`config.mk`:
```
export PLATFORM = sky130hd
export DESIGN_NAME = bus_window_map_adaptor_top
export DESIGN_NICKNAME = d
export VERILOG_FILES = /design/src/rtl/bwm_pkg.sv /design/src/rtl/bus_window_map_adaptor_top.sv /design/src/rtl/bwm_page_ram.sv
export SDC_FILE = /design/constraint.sdc
export NUM_CORES = 1
export LEC_CHECK = 0
export ABC_CLOCK_PERIOD_IN_PS = 10300
export CAP_MARGIN = 20
export CORE_MARGIN = 4
export CORE_UTILIZATION = 55
export CTS_CLUSTER_DIAMETER = 80
export DETAILED_ROUTE_END_ITERATION = 8
export DONT_BUFFER_PORTS = 1
export PLACE_DENSITY_LB_ADDON = 0.08
export SLEW_MARGIN = 20
export SYNTH_ARGS = -nofsm -noshare
export SYNTH_HDL_FRONTEND = slang
export SYNTH_SLANG_ARGS = --single-unit
```
`constraint.sdc`:
```
create_clock -name clk_i -period 10.3 [get_ports clk_i]
set_clock_uncertainty 0.15 [all_clocks]
set_input_delay 1.545 -clock clk_i [delete_from_list [all_inputs] [get_ports clk_i]]
set_output_delay 1.545 -clock clk_i [all_outputs]
set_load 0.005 [all_outputs]
```
`src/rtl/bwm_pkg.sv`:
```
// ----------------------------------------------------------------------------
// bwm_pkg
// Shared types and constants of the bus window map adaptor.
// ----------------------------------------------------------------------------
package bwm_pkg;

  // Width of one map entry and one halfword latch entry.
  localparam int unsigned ENTRY_W = 16;

  // Default number of narrow window pages backed by the map.
  localparam int unsigned MAP_PAGES_DEF = 16;

  // Request kinds carried on the input tuser.
  localparam logic [1:0] REQ_WIDE_RD   = 2'd0;
  localparam logic [1:0] REQ_WIDE_WR   = 2'd1;
  localparam logic [1:0] REQ_NARROW_RD = 2'd2;
  localparam logic [1:0] REQ_NARROW_WR = 2'd3;

  // Target selector on the output tuser.
  typedef enum logic [3:0] {
    TGT_NONE  = 4'd0,
    TGT_MEM   = 4'd1,
    TGT_DISP  = 4'd2,
    TGT_DCTL  = 4'd3,
    TGT_DISK  = 4'd4,
    TGT_IO    = 4'd5,
    TGT_DIAG  = 4'd6,
    TGT_BUSIF = 4'd7,
    TGT_TAPE  = 4'd8,
    TGT_DREG  = 4'd9
  } tgt_e;

  // Wide bus pages and windows.
  localparam logic [13:0] MEM_LAST_PAGE  = 14'o35773;
  localparam logic [13:0] DEV_PAGE_LO    = 14'o36000;
  localparam logic [13:0] DEV_PAGE_HI    = 14'o36777;
  localparam logic [13:0] NARROW_PAGE_LO = 14'o37000;
  localparam logic [21:0] DISP_BASE      = 22'o17000000;
  localparam logic [21:0] DISP_LAST      = 22'o17077777;
  localparam logic [21:0] DCTL_BASE      = 22'o17377760;
  localparam logic [21:0] DCTL_LAST      = 22'o17377767;
  localparam logic [21:0] DISK_BASE      = 22'o17377774;
  localparam logic [21:0] DISK_LAST      = 22'o17377777;

  // Narrow bus address ranges.
  localparam logic [17:0] WIN_LO    = 18'o140000;
  localparam logic [17:0] WIN_HI    = 18'o177777;
  localparam logic [17:0] MAPREG_LO = 18'o766140;
  localparam logic [17:0] MAPREG_HI = 18'o766176;
  localparam logic [17:0] IO_LO     = 18'o764000;
  localparam logic [17:0] IO_HI     = 18'o764176;
  localparam logic [17:0] DIAG_LO   = 18'o766000;
  localparam logic [17:0] DIAG_HI   = 18'o766036;
  localparam logic [17:0] BUSIF_LO  = 18'o766040;
  localparam logic [17:0] BUSIF_HI  = 18'o766136;
  localparam logic [17:0] TAPE_LO   = 18'o772520;
  localparam logic [17:0] TAPE_HI   = 18'o772532;

  // Map entry layout.
  localparam int unsigned ENT_VALID = 15;
  localparam int unsigned ENT_WEN   = 14;

  // One decoded result.
  typedef struct packed {
    tgt_e        target;
    logic [21:0] offset;
    logic        wr;
    logic [31:0] wdata;
    logic [1:0]  lanes;
    logic [31:0] rdata;
    logic        status;
    logic        wmiss;
    logic        nmiss;
    logic        mfault;
  } res_t;

endpackage

```
`src/rtl/bus_window_map_adaptor_top.sv`:
```
// ----------------------------------------------------------------------------
// bus_window_map_adaptor_top
// Decodes wide-bus and narrow-bus accesses onto targets through a page map.
// ----------------------------------------------------------------------------
// Usage: each input transfer on s_axis carries one access (kind on tuser;
// address, write data, the target's read data and its missing flag on
// tdata). Each access yields exactly one output transfer on m_axis with the
// selected target on tuser and offset, write data, lanes, read data and the
// error flags on tdata.
// The accepting edge loads the decode stage and reads the map and halfword
// latch memories, and the output register takes the access from decode. One
// access is accepted every cycle while the output does not stall; the rate
// is set by the single read port and single write port of each memory, with
// a decode stage write forwarded to a same-page read in the same cycle.
// Reset clears the valid bits of both memories, so every map entry reads as
// invalid and every latch as zero at once; no clearing pass is needed.
// When the receiver stalls, the output register holds its transfer, the
// decode stage keeps one more access, and s_axis_tready then drops.
// ----------------------------------------------------------------------------
module bus_window_map_adaptor_top #(
  parameter int unsigned MAP_PAGES = bwm_pkg::MAP_PAGES_DEF
) (
  input  logic        clk_i,
  input  logic        rst_ni,
  input  logic        s_axis_tvalid,
  output logic        s_axis_tready,
  // tdata: address[21:0], write_data[53:22], target_rdata[85:54],
  //        target_missing[86], zero fill[87]
  input  logic [87:0] s_axis_tdata,
  // tuser: req_type[1:0]
  input  logic [1:0]  s_axis_tuser,
  output logic        m_axis_tvalid,
  input  logic        m_axis_tready,
  // tdata: target_offset[21:0], target_write[22], target_wdata[54:23],
  //        target_lanes[56:55], read_data[88:57], status[89],
  //        wide_missing[90], narrow_missing[91], map_fault[92], zero fill[95:93]
  output logic [95:0] m_axis_tdata,
  // tuser: target[3:0]
  output logic [3:0]  m_axis_tuser
);
  import bwm_pkg::*;

  localparam int unsigned IDX_W = (MAP_PAGES > 1) ? $clog2(MAP_PAGES) : 1;

  // Wide bus decode shared by direct wide accesses and the narrow window.
  function automatic res_t wide_access(input logic [21:0] paddr, input logic wr,
                                       input logic [31:0] wdata,
                                       input logic [31:0] rdata,
                                       input logic missing);
    res_t        r;
    logic [13:0] page;
    logic        hit;
    r    = '0;
    page = paddr[21:8];
    hit  = 1'b1;
    if (page <= MEM_LAST_PAGE) begin
      r.target = TGT_MEM;
      r.offset = paddr;
      r.wmiss  = missing;
    end else if (page >= DEV_PAGE_LO && page <= DEV_PAGE_HI) begin
      if (paddr >= DISP_BASE && paddr <= DISP_LAST) begin
        r.target = TGT_DISP;
        r.offset = paddr - DISP_BASE;
      end else if (paddr >= DCTL_BASE && paddr <= DCTL_LAST) begin
        r.target = TGT_DCTL;
        r.offset = paddr - DCTL_BASE;
      end else if (paddr >= DISK_BASE && paddr <= DISK_LAST) begin
        r.target = TGT_DISK;
        r.offset = paddr - DISK_BASE;
      end else begin
        hit = 1'b0;
      end
    end else begin
      hit = 1'b0;
    end
    if (!hit) begin
      r.status = 1'b1;
      r.wmiss  = 1'b1;
    end else if (wr) begin
      r.wr    = 1'b1;
      r.wdata = wdata;
      r.lanes = 2'd3;
    end else begin
      r.rdata = rdata;
    end
    return r;
  endfunction

  // Input field split.
  logic [21:0] in_addr;
  logic [31:0] in_wdata;
  logic [31:0] in_rdata;
  logic        in_missing;
  assign in_addr    = s_axis_tdata[21:0];
  assign in_wdata   = s_axis_tdata[53:22];
  assign in_rdata   = s_axis_tdata[85:54];
  assign in_missing = s_axis_tdata[86];

  // Handshake and stage control.
  logic accept;
  logic s1_adv;
  logic s1_valid_q, s1_valid_d;
  logic out_valid_q, out_valid_d;

  // Front decode: enough to address the memories in the accepting cycle.
  logic        in_narrow;
  logic        in_wide;
  logic [17:0] in_uaddr;
  logic        in_win;
  logic [3:0]  in_page;
  logic [6:0]  in_page_ext;
  logic        in_idx_ok;

  always_comb begin
    in_narrow = (s_axis_tuser == REQ_NARROW_RD) || (s_axis_tuser == REQ_NARROW_WR);
    in_wide   = !in_narrow && (in_addr[21:8] < NARROW_PAGE_LO);
    // The narrow window on the wide bus turns a word address into a byte address.
    in_uaddr  = in_narrow ? in_addr[17:0] : {in_addr[16:0], 1'b0};
    in_win    = (in_uaddr >= WIN_LO) && (in_uaddr <= WIN_HI);
    in_page   = in_win ? in_uaddr[13:10] : in_uaddr[4:1];
    in_page_ext = {3'b000, in_page};
    in_idx_ok = in_page_ext < 7'(MAP_PAGES);
  end

  // Decode stage registers.
  logic             s1_wr_q;
  logic             s1_wide_q;
  logic [21:0]      s1_addr_q;
  logic [17:0]      s1_uaddr_q;
  logic [31:0]      s1_wdata_q;
  logic [31:0]      s1_rdata_q;
  logic             s1_missing_q;
  logic             s1_idx_ok_q;
  logic [IDX_W-1:0] s1_idx_q;

  // Memory ports.
  logic [ENTRY_W-1:0] map_rd;
  logic [ENTRY_W-1:0] latch_rd;
  logic               map_we;
  logic               latch_we;
  logic [ENTRY_W-1:0] latch_wd;

  bwm_page_ram #(
    .DEPTH (MAP_PAGES),
    .AW    (IDX_W)
  ) u_map_ram (
    .clk_i     (clk_i),
    .rst_ni    (rst_ni),
    .rd_en_i   (accept),
    .rd_addr_i (in_page_ext[IDX_W-1:0]),
    .rd_data_o (map_rd),
    .wr_en_i   (map_we),
    .wr_addr_i (s1_idx_q),
    .wr_data_i (s1_wdata_q[15:0])
  );

  bwm_page_ram #(
    .DEPTH (MAP_PAGES),
    .AW    (IDX_W)
  ) u_latch_ram (
    .clk_i     (clk_i),
    .rst_ni    (rst_ni),
    .rd_en_i   (accept),
    .rd_addr_i (in_page_ext[IDX_W-1:0]),
    .rd_data_o (latch_rd),
    .wr_en_i   (latch_we),
    .wr_addr_i (s1_idx_q),
    .wr_data_i (latch_wd)
  );

  // Decode stage: full decode, map lookup and the write-back to the memories.
  res_t               res;
  res_t               res_wide;
  logic               map_we_c;
  logic               latch_we_c;
  logic [ENTRY_W-1:0] entry;
  logic [15:0]        value;
  logic               high;
  logic [21:0]        paddr;
  tgt_e               dev;

  always_comb begin
    res        = '0;
    res_wide   = '0;
    map_we_c   = 1'b0;
    latch_we_c = 1'b0;
    latch_wd   = '0;
    entry      = s1_idx_ok_q ? map_rd : '0;
    value      = s1_wdata_q[15:0];
    high       = s1_uaddr_q[1];
    paddr      = {entry[13:0], s1_uaddr_q[9:2]};
    dev        = TGT_NONE;

    if (s1_wide_q) begin
      res = wide_access(s1_addr_q, s1_wr_q, s1_wdata_q, s1_rdata_q, s1_missing_q);
    end else if (s1_uaddr_q >= WIN_LO && s1_uaddr_q <= WIN_HI) begin
      if (!entry[ENT_VALID] || (s1_wr_q && !entry[ENT_WEN])) begin
        res.mfault = 1'b1;
      end else if (entry[13:0] >= NARROW_PAGE_LO) begin
        // The page maps onto the processor data register.
        res.target = TGT_DREG;
        if (s1_wr_q) begin
          res.wr    = 1'b1;
          res.wdata = high ? {value, 16'h0000} : {16'h0000, value};
          res.lanes = high ? 2'd2 : 2'd1;
        end else begin
          res.rdata = {16'h0000, high ? s1_rdata_q[31:16] : s1_rdata_q[15:0]};
        end
      end else if (s1_wr_q) begin
        if (!high) begin
          latch_we_c = 1'b1;
          latch_wd   = value;
        end else begin
          res = wide_access(paddr, 1'b1, {value, latch_rd}, 32'h0, s1_missing_q);
        end
      end else if (high) begin
        res.rdata = {16'h0000, latch_rd};
      end else begin
        res_wide   = wide_access(paddr, 1'b0, 32'h0, s1_rdata_q, s1_missing_q);
        latch_we_c = 1'b1;
        latch_wd   = res_wide.rdata[31:16];
        res        = res_wide;
        res.rdata  = {16'h0000, res_wide.rdata[15:0]};
      end
    end else if (s1_uaddr_q >= MAPREG_LO && s1_uaddr_q <= MAPREG_HI) begin
      // Map registers themselves; out of range indexes read zero.
      if (s1_idx_ok_q) begin
        if (s1_wr_q) begin
          map_we_c = 1'b1;
        end else begin
          res.rdata = {16'h0000, map_rd};
        end
      end
    end else begin
      if (s1_uaddr_q >= IO_LO && s1_uaddr_q <= IO_HI) begin
        dev = TGT_IO;
      end else if (s1_uaddr_q >= DIAG_LO && s1_uaddr_q <= DIAG_HI) begin
        dev = TGT_DIAG;
      end else if (s1_uaddr_q >= BUSIF_LO && s1_uaddr_q <= BUSIF_HI) begin
        dev = TGT_BUSIF;
      end else if (s1_uaddr_q >= TAPE_LO && s1_uaddr_q <= TAPE_HI) begin
        dev = TGT_TAPE;
      end
      if (dev == TGT_NONE) begin
        res.status = 1'b1;
        res.nmiss  = 1'b1;
      end else begin
        res.target = dev;
        res.offset = {4'h0, s1_uaddr_q};
        if (s1_wr_q) begin
          res.wr    = 1'b1;
          res.wdata = {16'h0000, value};
          res.lanes = 2'd1;
        end else begin
          res.rdata = {16'h0000, s1_rdata_q[15:0]};
        end
      end
    end
  end

  // State changes only once, when the access leaves the decode stage.
  assign map_we   = s1_adv && map_we_c;
  assign latch_we = s1_adv && latch_we_c;

  assign s1_adv        = s1_valid_q && (!out_valid_q || m_axis_tready);
  assign s_axis_tready = !s1_valid_q || s1_adv;
  assign accept        = s_axis_tvalid && s_axis_tready;

  always_comb begin
    s1_valid_d = s1_valid_q;
    if (accept) begin
      s1_valid_d = 1'b1;
    end else if (s1_adv) begin
      s1_valid_d = 1'b0;
    end
    out_valid_d = out_valid_q;
    if (s1_adv) begin
      out_valid_d = 1'b1;
    end else if (m_axis_tready) begin
      out_valid_d = 1'b0;
    end
  end

  always_ff @(posedge clk_i or negedge rst_ni) begin
    if (!rst_ni) begin
      s1_valid_q  <= 1'b0;
      out_valid_q <= 1'b0;
    end else begin
      s1_valid_q  <= s1_valid_d;
      out_valid_q <= out_valid_d;
    end
  end

  res_t out_q;

  always_ff @(posedge clk_i) begin
    if (accept) begin
      s1_wr_q      <= (s_axis_tuser == REQ_WIDE_WR) || (s_axis_tuser == REQ_NARROW_WR);
      s1_wide_q    <= in_wide;
      s1_addr_q    <= in_addr;
      s1_uaddr_q   <= in_uaddr;
      s1_wdata_q   <= in_wdata;
      s1_rdata_q   <= in_rdata;
      s1_missing_q <= in_missing;
      s1_idx_ok_q  <= in_idx_ok;
      s1_idx_q     <= in_page_ext[IDX_W-1:0];
    end
    if (s1_adv) begin
      out_q <= res;
    end
  end

  assign m_axis_tvalid = out_valid_q;
  assign m_axis_tuser  = out_q.target;
  assign m_axis_tdata  = {3'b000, out_q.mfault, out_q.nmiss, out_q.wmiss, out_q.status,
                          out_q.rdata, out_q.lanes, out_q.wdata, out_q.wr,
                          out_q.offset};

endmodule

```
`src/rtl/bwm_page_ram.sv`:
```
// ----------------------------------------------------------------------------
// bwm_page_ram
// Per-page storage with synchronous read, per-entry valid bits so that
// reset reads as zero, and write-to-read forwarding.
// ----------------------------------------------------------------------------
module bwm_page_ram #(
  parameter int unsigned DEPTH = 16,
  parameter int unsigned AW    = 4
) (
  input  logic                        clk_i,
  input  logic                        rst_ni,
  input  logic                        rd_en_i,
  input  logic [AW-1:0]               rd_addr_i,
  output logic [bwm_pkg::ENTRY_W-1:0] rd_data_o,
  input  logic                        wr_en_i,
  input  logic [AW-1:0]               wr_addr_i,
  input  logic [bwm_pkg::ENTRY_W-1:0] wr_data_i
);
  import bwm_pkg::*;

  logic [ENTRY_W-1:0] mem [DEPTH];
  logic [DEPTH-1:0]   vld_q;
  logic [ENTRY_W-1:0] rdata_q;
  logic               rvld_q;
  logic               byp_q;
  logic [ENTRY_W-1:0] byp_data_q;

  always_ff @(posedge clk_i) begin
    if (wr_en_i) begin
      mem[wr_addr_i] <= wr_data_i;
    end
    if (rd_en_i) begin
      rdata_q    <= mem[rd_addr_i];
      byp_data_q <= wr_data_i;
    end
  end

  always_ff @(posedge clk_i or negedge rst_ni) begin
    if (!rst_ni) begin
      vld_q  <= '0;
      rvld_q <= 1'b0;
      byp_q  <= 1'b0;
    end else begin
      if (wr_en_i) begin
        vld_q[wr_addr_i] <= 1'b1;
      end
      if (rd_en_i) begin
        rvld_q <= vld_q[rd_addr_i];
        // A write landing on the same entry in the read cycle wins.
        byp_q  <= wr_en_i && (wr_addr_i == rd_addr_i);
      end
    end
  end

  assign rd_data_o = byp_q  ? byp_data_q :
                     rvld_q ? rdata_q    : '0;

endmodule
```
======== Word-level counts from Yosys, hierarchy flattened ========
Memories as Yosys holds them, arrays and structs flattened. A register that Yosys moved wholly into a read port is not among the register bits.
Cells that the tools add are included.
storage, ports and cells
  RAM bits ................................ 512
  memories kept ........................... 2
  register bits ........................... 278
  word-level logic and storage cells ...... 239
operators by class
  $add $sub $neg .......................... 6
  mux-type cells .......................... 121
  reduce and logical (&&, ||, !) cells .... 38
  equality and inequality tests ........... 4
  $lt $le $gt $ge ......................... 37
  bitwise logic cells ..................... 3
memory list
  memory           depth  bits a word  rd ports  clocked after Yosys merged registers in  wr ports  RTL line            source
  u_latch_ram.mem  16     16           1         1                                        1         bwm_page_ram.sv:21  logic [ENTRY_W-1:0] mem [DEPTH];
  u_map_ram.mem    16     16           1         1                                        1         bwm_page_ram.sv:21
operator list
  operator                                               count
  two-way mux 32 bit                                     10
  two-way mux 16 bit                                     16
  two-way mux 25 bit                                     10
  two-way mux 67 bit                                     3
  two-way mux 97 bit                                     2
  two-way mux 96 bit                                     2
  >= comparator 22 bit, second input constant            6
  <= comparator 22 bit, second input constant            6
  subtractor 22 bit, second input constant               6
  two-way mux 35 bit                                     3
  two-way mux 94 bit                                     1
  two-way mux 93 bit                                     1
  >= comparator 18 bit, second input constant            5
  <= comparator 18 bit, second input constant            5
  two-way mux 61 bit                                     1
  two-way mux 60 bit                                     1
  <= comparator 14 bit, second input constant            4
  two-way mux 1 bit                                      51
  two-way mux 4 bit                                      11
  >= comparator 14 bit, second input constant            3
  >= comparator 18 x 16 -> 1 bit, second input constant  2
  <= comparator 18 x 16 -> 1 bit, second input constant  2
  OR 16 bit                                              2
  logical AND 1 bit                                      24
  other kinds (17)                                       32

======== Logic depth before layout (Yosys ltp) ========
  depth in word-level cells ............... 28
  mapped depth ............................ 16
  mapped depth without buffers ............ 11

======== Hierarchy ========
From an unflattened synthesis, not the netlist that was laid out.
second synthesis, totals
  cells, all modules ...................... 1,852
  area total of the unflattened synthesis .. 33,771.1 sq um
modules (own cells, without submodules)
  module                      instances  sequential area each (sq um)  area an instance (sq um)  cells each
  bwm_page_ram                2          9,098.7                       11,628.7                  485
  bus_window_map_adaptor_top  1          6,296.0                       10,513.8                  882

======== Worst setup path after synthesis ========
No wires, ideal clock.
  kind .................................... input port to flip-flop
  from .................................... input m_axis_tready
  to ...................................... memory u_map_ram.mem[3][0], enable pin
  path buffers ............................ 0
  required time ........................... 9,739 ps
  arrival ................................. 5,627 ps
  stages on the path ...................... 7
  slack ................................... 4,112 ps
  path through ............................ nand2b_1 -> nand2_1 -> inv_1 -> nand2_1 -> nor4_4 -> nand3_1 -> nor3_1
on the way
  longest elaborated chain between the ends .. 5
ends and longest elaborated chain
  element                                  RTL line                           source
  from (decl)                              bus_window_map_adaptor_top.sv:33   input logic m_axis_tready,
  logical OR 1 bit                         bus_window_map_adaptor_top.sv:265  assign s1_adv = s1_valid_q && (!out_valid_q || m_axis_tready);
  logical AND 1 bit                        bus_window_map_adaptor_top.sv:265
  logical AND 1 bit                        bus_window_map_adaptor_top.sv:262  assign map_we = s1_adv && map_we_c;
  two-way mux 1 bit                        bwm_page_ram.sv:29                 if (wr_en_i) begin
  two-way mux 1 bit (not written as such)  bwm_page_ram.sv:30                 mem[wr_addr_i] <= wr_data_i;
  to (decl)                                bwm_page_ram.sv:21
Every way passes these cells.

==> flow_summary_export.csv <==
group,metric,value,unit
synth,yosysMostFrequentCell,"edfxtp_1",
setup_path,cp_max_fo,19,
synth,ys_ff_latch,822,
cts,clk_pin_slew_worst_paths,60,ps
global_route,top_usage_layer,"met2",
synth,yosysWarnings,0,
layout,n_antenna_cell,0,
cts,cts_setup_buffers,0,
setup_path,start_kind,"flip-flop",
die,core_area,0.0606,mm^2
setup_path,crit_arrival,5310,ps
synth,ys_types,89,
layout,fillers,4385,
synth,synthAdderAreaFrac,0.00593,
global_route,grt_overflow,0,
power_and_ir_drop,powerDensity,195,mW/mm^2
global_route,track_usage,0.259,
flow_run,drv_cap,0,
placed_design,io_buffers,0,
worst_hold_path,hold_class,"reg -> reg",
layout,fin_area,0.0377,mm^2
synth,synth_cells,1978,
synth,synth_seq_area_share,0.725,
placed_design,gp_congestion,0.967,
sta,setup_viol_count_final,0,
cts,cts_resized,0,
sta,whs,315,ps
global_route,antenna_found_initial,4,
drt,first_pass_iters,5,
synth,ys.flop_type,"edfxtp_1",
die,io_pins,196,
synth,synth-compound-area-share,0.0734,
power_and_ir_drop,power_leakage,13.3,nW
setup_path,path_buf_inv,2,
placed_design,dp_hpwl,54700,um
drt,antenna_left,0,
layout,area_delta_synth_final,11.7,%
placed_design,placed_area,0.0348,mm^2
layout,nets,2132,
synth,async_reset_ff_frac,0.0462,
drt,vias,18500,
sta,post-route-period-util,0.504,
drt,wl,85600,um
layout,drive_gt1_frac,0.200,
cts,worst_skew_pair.late_latency,630,ps
cts,postCtsHoldBufs,0,
cts,cts_buffers,85,
synth,synth-xor-area-share,0.00259,
sta,hold_viol_final,0,
setup_path,worstPathCellList,"and2b_1, a22o_1, inv_1, ha_1, a21boi_0, nand3_1, o31ai_2, inv_1, nor3_1, or3_1, o21ai_0",
sta,fmaxAchievable,0.193,GHz
sta,maxSlewHeadroom,0.212,
global_route,use_met2,0.427,
cts,cts_root_buffer,"clkbuf_16",
sta,layout_setup_ws,5110,ps
global_route,met3_usage,0.0410,
synth,muxShareOfSynthArea,0.107,
drt,drc_errors,0,
synth,synthTopCellsByArea,"edfxtp_1, mux4_2, dfrtp_1",
synth,synth_top_family_by_area,"multiplexers",
sta,fin_setup_tns,0,ps
die,start_util,0.557,
cts,cts.sinks,822,
synth,yosysTopAreaCell,"edfxtp_1",
global_route,grt_max_degree,94,
setup_path,critical-path-max-stage-delay,870,ps
synth,synthSimpleGateAreaFrac,0.0662,
synth,synth_top_area_share,0.697,
sta,drv_slew,0,
synth,synthTopCellsByCount,"edfxtp_1, mux4_2, nand2_1",
synth,synth_edf_count,784,
global_route,use_met1,0.370,
drt,wl_per_cell,29.7,um
cts,tritoncts,"done",
cts,clockBufferDepth,3,
setup_path,slowest_stage,"o31ai_2",
synth,syn_area,0.0338,mm^2
cts,h-tree-depth,3,
die,fp.dieH,256,um
drt,drtIter0Drc,1745,
sta,period_needed,5190,ps
setup_path,path_class,"reg -> reg",
global_route,grt_pass1_wl,125000,um
setup_path,crit_top_cell,"inv_1",
sta,worst_pin_slew,1180,ps
power_and_ir_drop,peakVddDrop,0.000213,V
synth,synth.avg_cell_area,17.1,um^2
placed_design,pre_cts_ws,4660,ps
global_route,first_global_vias,18200,
setup_path,endpoint_kind,"flip-flop",
sta,rsz0062_at_grt,"false",
status,status,"completed",
drt,viasPerCell,6.43,
die,fp-row-count,90,
die,dieArea,0.0654,mm^2
setup_path,path_delay_family,"compound AO/OA/AOI/OAI gates",
setup_path,required,10410,ps
die,die_x,256,um
cell families after synthesis:
| logic type | Yosys count |
|---|---|
| DFF | 822 |
| and+or+nand+nor | 428 |
| AOI/OAI and AO/OA | 356 |
| muxes | 195 |
| buffers and inverters | 150 |
| adders and majority gates | 16 |
| xor gates and xnor gates | 10 |
| other | 1 |
metal layers:
layer  routed length [um]  share of wire
met1                36100           0.42
met2                42200           0.49
met3                 5290          0.062
met4                 1960          0.023
met5                    0              0
cells in the final DEF, fill, tap and decap left out, types with 12 or more instances in the layout:
master and count:
edfxtp_1 784, mux4_2 130, nand2_1 105, clkbuf_16 87
nor2_1 82, a21oi_1 74, buf_4 69, a22oi_1 49
mux2i_1 42, o21ai_0 41, dfrtp_1 38, a211oi_1 37
nor2b_1 34, inv_1 32, or2_2 31, nand3_1 28
clkbuf_1 25, and2_1 24, a22o_1 23, nor3_1 20
o211ai_1 19, mux2_2 18, o31ai_1 18, o21ai_1 17
ha_1 16, clkinv_2 15, a31oi_1 12
final timing paths:
kind,start,to,slack [ps],cells after the start
max,u_map_ram.rvld_q,m_axis_tdata[24],5110,11
min,u_map_ram.vld_q[2],u_map_ram.vld_q[2],320,1
max reg2reg,u_map_ram.rvld_q,m_axis_tdata[24],5110,11
min reg2reg,u_map_ram.vld_q[2],u_map_ram.vld_q[2],320,1
max in group asynchronous,rst_ni,u_map_ram.vld_q[2],9440,0
min in group asynchronous,rst_ni,m_axis_tvalid,460,0
through the flow:
stage | util | power [mW] | instances
final | 0.623 | 7.34 | 2876
after global routing | 0.623 | 7.59 | 2876
after CTS | 0.622 | 7.40 | 2876
after detailed placement | 0.575 | 4.33 | 2717
after global placement | 0.575 | 4.32 | 2717
after floorplan | - | 4.17 | 1980
power by group:
part	switching (mW)	internal, mW	total, mW
combinational	0.282	0.147	0.429
sequential	0.0772	3.75	3.83
clock	1.27	1.82	3.08
sequential cells by signal, indices dropped and copies added, names as in the netlist, 4 cells and up:
signal / cells
u_map_ram.vld_q: 16
u_map_ram.byp_data_q: 16
u_latch_ram.vld_q: 16
s1_rdata_q: 32
u_latch_ram.mem: 256
u_latch_ram.byp_data_q: 16
u_map_ram.mem: 256
s1_idx_q: 4
s1_uaddr_q: 18
u_latch_ram.rdata_q: 16
m_axis_tdata: 93
s1_addr_q: 22
m_axis_tuser: 4
u_map_ram.rdata_q: 16
s1_wdata_q: 32
final cells by class:
class                      count  area [um^2]  area share
clock buffer                 114         2300      0.0609
clock inverter                45          536      0.0142
inverter                      36          145     0.00385
multi-input combinational   1008         8740       0.232
sequential                   822        24500       0.649
tap                          782          978      0.0259
timing repair buffer          69          518      0.0137
(Power assumes the default switching activity.)
